--- config.mk ---
export PLATFORM = sky130hd
export DESIGN_NAME = dlp_decide
export DESIGN_NICKNAME = d
export VERILOG_FILES = /design/src/rtl/assert_macros.svh /design/src/rtl/dlp_pkg.sv /design/src/rtl/dlp_decide.sv
export SDC_FILE = /design/constraint.sdc
export NUM_CORES = 1
export LEC_CHECK = 0
export ABC_AREA = 1
export ABC_CLOCK_PERIOD_IN_PS = 2900
export BUFFER_PORTS_ARGS = -buffer_cell sky130_fd_sc_hd__clkbuf_2
export CORE_UTILIZATION = 42
export DETAILED_ROUTE_END_ITERATION = 6
export PLACE_DENSITY = 0.73
export SYNTH_ARGS = -nofsm -noshare
export SYNTH_HDL_FRONTEND = slang
export SYNTH_SLANG_ARGS = --single-unit
--- constraint.sdc ---
create_clock -name clk -period 2.9 [get_ports clk]
set_input_delay 0.435 -clock clk [delete_from_list [all_inputs] [get_ports clk]]
set_output_delay 0.435 -clock clk [all_outputs]
set_load 0.05 [all_outputs]
--- src/rtl/assert_macros.svh ---
// ----------------------------------------------------------------------------
// assert_macros.svh
// shared concurrent assertion macros, clocked on clk and disabled in rst
// ----------------------------------------------------------------------------
`ifndef ASSERT_MACROS_SVH
`define ASSERT_MACROS_SVH

// property must hold at every rising clk edge outside reset
`define ASSERT_CLK(label, prop, msg) \
  label: assert property (@(posedge clk) disable iff (rst) (prop)) else $error(msg);

// expression must never be true outside reset
`define ASSERT_NEVER(label, expr, msg) \
  `ASSERT_CLK(label, !(expr), msg)

`endif

--- src/rtl/dlp_pkg.sv ---
// ----------------------------------------------------------------------------
// dlp_pkg
// types and constants shared by the dual-ended log packer modules
// ----------------------------------------------------------------------------
`timescale 1ns / 1ps
`default_nettype none

package dlp_pkg;

  localparam int IDX_W     = 16;
  localparam int TCOUNT_W  = 12;
  localparam int ADDR_W    = 16;
  localparam int OADDR_W   = 12;
  localparam int DATA_W    = 16;
  localparam int CFG_IDX_W = 2;
  localparam int CFG_W     = 16;
  localparam int SLOT_W    = 19;

  localparam logic [CFG_IDX_W-1:0] REG_WET_EN  = 2'd0;
  localparam logic [CFG_IDX_W-1:0] REG_TEMP_EN = 2'd1;
  localparam logic [CFG_IDX_W-1:0] REG_MAX     = 2'd2;

  localparam logic ACT_WET  = 1'b0;
  localparam logic ACT_TEMP = 1'b1;

  localparam logic [IDX_W-1:0] MAX_ENTRIES_RST = 16'h8000;
  localparam logic [2:0]       POS_MASK        = 3'h7;

  typedef struct packed {
    logic                written;
    logic                is_wet;
    logic [ADDR_W-1:0]   addr;
    logic [2:0]          pos;
    logic                wet_val;
    logic [DATA_W-1:0]   sample;
    logic                full;
    logic [IDX_W-1:0]    wet_count;
    logic [TCOUNT_W-1:0] temp_count;
    logic                wet_tog;
    logic                temp_tog;
  } dec_t;

  typedef struct packed {
    logic              en_lo;
    logic              en_hi;
    logic [ADDR_W-1:0] addr;
    logic [7:0]        lo;
    logic [7:0]        hi;
  } wr_t;

endpackage

`default_nettype wire

--- src/rtl/dlp_decide.sv ---
// ----------------------------------------------------------------------------
// dlp_decide
// configuration and stream state; per-event skip, full test and slot choice
// ----------------------------------------------------------------------------
`timescale 1ns / 1ps
`default_nettype none

module dlp_decide #(
  parameter int LOG_BYTES = 4096
) (
  input  wire logic                          clk,
  input  wire logic                          rst,
  input  wire logic                          cfg_we,
  input  wire logic [dlp_pkg::CFG_IDX_W-1:0] cfg_index,
  input  wire logic [dlp_pkg::CFG_W-1:0]     cfg_data,
  input  wire logic                          take,
  input  wire logic                          action,
  input  wire logic                          wet_bit,
  input  wire logic [dlp_pkg::DATA_W-1:0]    sample,
  output dlp_pkg::dec_t                      dec
);

  localparam int SW = dlp_pkg::SLOT_W;
  localparam logic signed [SW-1:0] LB_SLOT  = SW'(LOG_BYTES);
  localparam logic signed [SW-1:0] TOP_SLOT = SW'(LOG_BYTES - 2);

  logic                        wet_en;
  logic                        temp_en;
  logic [dlp_pkg::IDX_W-1:0]   max_entries;
  logic [dlp_pkg::IDX_W-1:0]   wi;
  logic [dlp_pkg::IDX_W-1:0]   ti;
  logic                        full_mark;
  logic                        wet_tog;
  logic                        temp_tog;

  logic                        is_wet;
  logic                        go;
  logic                        f1;
  logic                        ok;
  logic                        f2;
  logic                        wrote;
  logic [dlp_pkg::IDX_W-1:0]   wi_inc;
  logic [dlp_pkg::IDX_W-1:0]   ti_inc;
  logic [dlp_pkg::IDX_W-1:0]   wi_next;
  logic [dlp_pkg::IDX_W-1:0]   ti_next;
  logic signed [SW-1:0]        bs;
  logic signed [SW-1:0]        ws;

  function automatic logic signed [SW-1:0] bit_slot(input logic [dlp_pkg::IDX_W-1:0] w);
    return $signed(SW'(w >> 3));
  endfunction

  function automatic logic signed [SW-1:0] word_slot(input logic [dlp_pkg::IDX_W-1:0] t);
    return TOP_SLOT - $signed(SW'({t, 1'b0}));
  endfunction

  function automatic logic full_test(input logic                      we,
                                     input logic                      te,
                                     input logic [dlp_pkg::IDX_W-1:0] w,
                                     input logic [dlp_pkg::IDX_W-1:0] t);
    logic signed [SW-1:0] b;
    logic signed [SW-1:0] s;
    logic                 r;
    b = bit_slot(w);
    s = word_slot(t);
    case ({we, te})
      2'b11:   r = (b >= s);
      2'b10:   r = (b >= LB_SLOT);
      2'b01:   r = s[SW-1];
      default: r = 1'b0;
    endcase
    return r;
  endfunction

  always_comb begin
    is_wet  = (action == dlp_pkg::ACT_WET);
    bs      = bit_slot(wi);
    ws      = word_slot(ti);
    wi_inc  = wi + 1'b1;
    ti_inc  = ti + 1'b1;
    go      = is_wet ? (wet_en && (wi < max_entries)) : (temp_en && (ti < max_entries));
    f1      = full_mark || (go && full_test(wet_en, temp_en, wi, ti));
    ok      = go && !f1;
    f2      = f1 || (ok && (is_wet ? full_test(wet_en, temp_en, wi_inc, ti)
                                   : full_test(wet_en, temp_en, wi, ti_inc)));
    wrote   = ok && (is_wet ? (bs < LB_SLOT) : !ws[SW-1]);
    wi_next = (ok && is_wet) ? wi_inc : wi;
    ti_next = (ok && !is_wet) ? ti_inc : ti;

    dec            = '0;
    dec.written    = wrote;
    dec.is_wet     = is_wet;
    dec.addr       = wrote ? (is_wet ? bs[dlp_pkg::ADDR_W-1:0] : ws[dlp_pkg::ADDR_W-1:0])
                           : '0;
    dec.pos        = wi[2:0] & dlp_pkg::POS_MASK;
    dec.wet_val    = wet_bit;
    dec.sample     = sample;
    dec.full       = f2;
    dec.wet_count  = wi_next;
    dec.temp_count = ti_next[dlp_pkg::TCOUNT_W-1:0];
    dec.wet_tog    = wet_tog ^ (ok && is_wet);
    dec.temp_tog   = temp_tog ^ (ok && !is_wet);
  end

  always_ff @(posedge clk) begin
    if (rst) begin
      wet_en      <= 1'b1;
      temp_en     <= 1'b1;
      max_entries <= dlp_pkg::MAX_ENTRIES_RST;
      wi          <= '0;
      ti          <= '0;
      full_mark   <= 1'b0;
      wet_tog     <= 1'b0;
      temp_tog    <= 1'b0;
    end else begin
      if (cfg_we) begin
        case (cfg_index)
          dlp_pkg::REG_WET_EN:  wet_en      <= cfg_data[0];
          dlp_pkg::REG_TEMP_EN: temp_en     <= cfg_data[0];
          dlp_pkg::REG_MAX:     max_entries <= cfg_data;
          default: ;
        endcase
      end
      if (take) begin
        wi        <= wi_next;
        ti        <= ti_next;
        full_mark <= f2;
        wet_tog   <= dec.wet_tog;
        temp_tog  <= dec.temp_tog;
      end
    end
  end

endmodule

`default_nettype wire
# Yosys cells after proc, flatten, opt, wreduce, memory -nomap -nowiden
# Index checks and enable logic that the tools add are counted.
[word_totals]
word_cells = 56
ff_bits = 53
out_inout_bits = 69
inputBits = 40
[op_classes]
eq_ne = 5
reduce_logical = 17
addsub = 4
magnitude_cmp = 8
bitwise_logic = 3
muxes = 10
[op_table]
columns = ["op", "count"]
rows = [
  ["$ge A14 B18 Y1", 3],
  ["$mux W16", 3],
  ["$sub A12 B17 Y18 const A", 2],
  ["$add A16 B1 Y16 const B", 2],
  ["$lt A16 B16 Y1", 2],
  ["$ge A13 B13 Y1 const B", 2],
  ["$lt A13 B13 Y1 const B", 1],
  ["$mux W12", 1],
  ["$pmux W1 S3", 3],
  ["$logic_and A1 B1 Y1", 8],
  ["$reduce_and A2 Y1", 4],
  ["$eq A2 B2 Y1 const B", 3],
  ["$eq A2 B1 Y1 const B", 2],
  ["$mux W1", 3],
  ["$logic_not A1 Y1", 2],
  ["$logic_not A2 Y1", 1],
  ["$logic_or A1 B1 Y1", 2],
  ["$xor A1 B1 Y1", 2],
  ["$not A1 Y1", 1],
]

# Depth between registers and ports, before layout
[depth]
word_depth = 9
ltp_mapped = 22
depth_no_buf = 21

# Worst setup path after synthesis
# OpenSTA, ideal clock, no wires.
[synth_timing]
path_kind = "reg-to-output"
startpoint = "register ti[11] (netlist bit)"
endpoint = "output port dec[51] (netlist bit)"
t_required_ns = 2.465
path_stages_with_launch = 11
slack_ns = -0.564
t_arrival_ns = 3.029
path_buffers = 0
path_cell_list = "dfxtp_1 -> inv_1 -> ha_1 -> inv_1 -> nand2_1 -> nor2_1 -> a21oi_1 -> nand2_2 -> a21oi_4 -> nand3_4 -> nor4_1"
[synth_rtl]
columns = ["element", "line_no", "source"]
rows = [
  ["start, declared", "dlp_decide.sv:31", "logic [dlp_pkg::IDX_W-1:0] ti;"],
  ["start signal, assigned", "dlp_decide.sv:126", "ti <= ti_next;"],
  ["end, declared", "dlp_decide.sv:20", "output dlp_pkg::dec_t dec"],
]

==> run metrics <==
run status finished with violations; failing checks setup timing; CP Data Required Time 2470 ps; crit-path most repeated cell nand3_2; f_max 254 MHz; pwr dens between 400 and 500 nW/um2; Die ar. 12,800 um2; crit-path cells ha_4, nand3_4, nor2_2, nand2_1, nor3_2, nand3_2, nor2_4, nand3_2, xor2_1, ha_1, a21oi_2, nor2_1, a21oi_1, nor2_1, a21oi_2, nand3_1, o21bai_1, nand2_1, nand3_2, nand2_2, buf_12; Final min period 3940 ps; Avg Cell Area, Syn 6.45 um2; Synth Cell Area 5180 um2; reg-to-reg slack, setup -350 ps; slew margin rel. 0.608; Die Ht about 110 um; Layout Skew about 7.9 ps; initial core utilization 0.432; antenna violation net count after detailed routing 0; setup ws final -1040 ps; hold crit path type input pin to flip-flop; hold_sp cfg_data[15]; Max IR drop VDD 0.267 mV; placed cell areas between 6000 and 7000 um2; later-pin clock latency in the skew report 310 ps; FP Rows 40; arrival time at the worst endpoint 3500 ps; First-pass DRT Iterations 5; vias per cell 5.52; largest net degree at the start of global routing 34; share of layout cells above drive strength 1 0.373; critical path class flip-flop to output pin; Worst R2R Start wi[0]; n_diodes 0; Post-synth EDFFs 0; final setup violating endpoints 47; vias post-DR 6,164; Top Ports 109; Worst Hold Endpoint max_entries[15]; Critical path buffers and inverters 1; Crit Path Max Fanout 2; CP max stage cell dfxtp_4; port bufs 72; unrepaired setup endpoints after global routing true; Post-synth ARST share 0; Cell variety after synth 37; GRT Total Usage 0.285; CORE AREA around 12,000 um2; Area growth syn-to-layout 55.6%; clk root buf clkbuf_16; grt ovf 0; total clock sinks 53; sequential area share after synthesis 0.205; initial antenna violation count 0; ys flop type dfxtp_1; hold_buf cts 0; fin util 0.671; CTS clk-pin slew, worst paths 70 ps; Final Wtd Congestion 0.952; Final Slew Violations 0; DRC Markers 0; Synth warnings 0; Die Width around 110 um; worst-case clock buffer depth 2; Worst Setup End Kind output pin; leakage 4.03 nW; CP max stage delay 360 ps; synthesis-stage register bit count 53; Hold Crit Depth 3; Reg2Reg Depth 21; Routed WL 19,400 um; final worst path period share 1.36; Cells after Synth between 800 and 900; number of global-route vias before repair 5,835; total CTS buffers 5; DP HPWL 11,900 um; Final Cell Area 8060 um2; max cap viols 0; routed length per instance 17.4 um; Worst Max-Slew Pin Slew just under 600 ps; # nets final 1,079; first-pass GRT wire length between 20,000 and 30,000 um; r2r endpoint full_mark; family with the most delay on the worst path simple AND/OR/NAND/NOR gates; TritonCTS clock tree built; Clock H-tree levels 2; final hold vios 0; Worst setup SP type flip-flop; DR iter-0 viols 470
## routing by layer
metal	global-route usage	routed length (um)
met4	0.137	1060
met1	0.341	7360
met5	0	0
met2	0.497	9390
met3	0.0428	1620
## where the power goes
| part | leakage, nW | switching, mW | internal (mW) | total, mW |
|---|---|---|---|---|
| clock network | 0.0810 | 0.315 | 0.411 | 0.727 |
| logic | 3.51 | 1.05 | 0.745 | 1.79 |
| registers | 0.440 | 0.0414 | 0.775 | 0.816 |
## sequential cells by signal, indices dropped and copies added, names as in the netlist
name and cells:
full_mark 1, max_entries 16, temp_en 1, temp_tog 1, ti 16, wet_en 1, wet_tog 1, wi 16
## worst register-to-register path, cell delays in order (launching register included)
cell and delay [ps]:
dfxtp_4 360, ha_4 150, nand3_4 70, nor2_2 110
nand2_1 80, nor3_2 250, nand3_2 150, nor2_4 160
nand3_2 100, xor2_1 220, ha_1 300, a21oi_2 140
nor2_1 70, a21oi_1 150, nor2_1 90, a21oi_2 100
nand3_1 80, o21bai_1 200, nand2_1 90, nand3_2 110
buf_4 120, a21oi_2 50
## per-stage QoR
step	power [mW]	hold slack (ps)	instances	setup WS, ps	setup TNS (ps)
final	3.34	367	1117	-1040	-11710
after global routing	3.46	364	1117	-1200	-17440
after CTS	3.18	369	1113	-803	-10150
after detailed placement	2.14	482	1092	-571	-716
after global placement	2.13	474	1092	-521	-580
after floorplan	1.73	453	805	-422	-3660
## repair_timing
| action | 4_1_cts | 5_1_grt |
|---|---|---|
| setup buffers | 18 | 9 |
| cloned | 5 | 0 |
| pin swaps | 40 | 46 |
| gates resized for setup | 183 | 110 |
| setup endpoints to repair | 47 | 47 |
## cells by family (layout without fill, tap and decap cells)
logic type	after synthesis	count (layout)	share of synthesized area
xor gates and xnor gates	27	27	0.0471
buffers and inverters	153	318	0.137
AOI/OAI and AO/OA	122	122	0.125
and+or+nand+nor	378	378	0.317
adders and majority gates	70	70	0.169
DFF	53	53	0.205
other	1	2	0.000723
## placed cells by master (no fill, tap or decap), types with 20 or more instances in the layout
cell type	synthesis	final
nand3_1	37	31
xor2_1	26	22
o21ai_0	50	39
nor2_1	76	58
buf_12	1	20
a21oi_1	62	57
clkbuf_2	0	26
inv_1	100	95
nand2_1	219	171
dfxtp_1	53	39
nand2_2	10	40
buf_4	25	105
ha_1	70	61
buf_8	0	34
## area by class of cell
type                       count  area (um2)
multi-input combinational    599        4110
fill                         876        3950
timing repair buffer         207        2120
sequential                    53        1080
inverter                     103         392
tap                          147         184
clock buffer                   6         129
clock inverter                 2        38.8
## synth_stat cells (all sizes together) (2+ instances only)
library cell  count  area share
buf              33       0.050
o21ai            50       0.048
nand3            39       0.041
inv             103       0.075
a21oi            64       0.065
nor4              5      0.0060
ha               70        0.17
nand2           229        0.17
clkbuf           17       0.012
dfxtp            53        0.20
nor3              9       0.011
nor2             80       0.064
o21bai            2      0.0029
nand4            13       0.020
xor2             27       0.047
o21a              5      0.0072
## worst max path at each step
stage / startpoint / to / slack, ps / cells past startpoint
after floorplan: ti[11] / dec[10] / -420 / 11
after global placement: wi[0] / dec[30] / -520 / 21
after detailed placement: wi[0] / dec[30] / -570 / 21
after CTS: wi[1] / dec[30] / -800 / 21
after global routing: wi[0] / dec[30] / -1200 / 21
final: wi[0] / dec[30] / -1040 / 21
(Power assumes the default switching activity.)
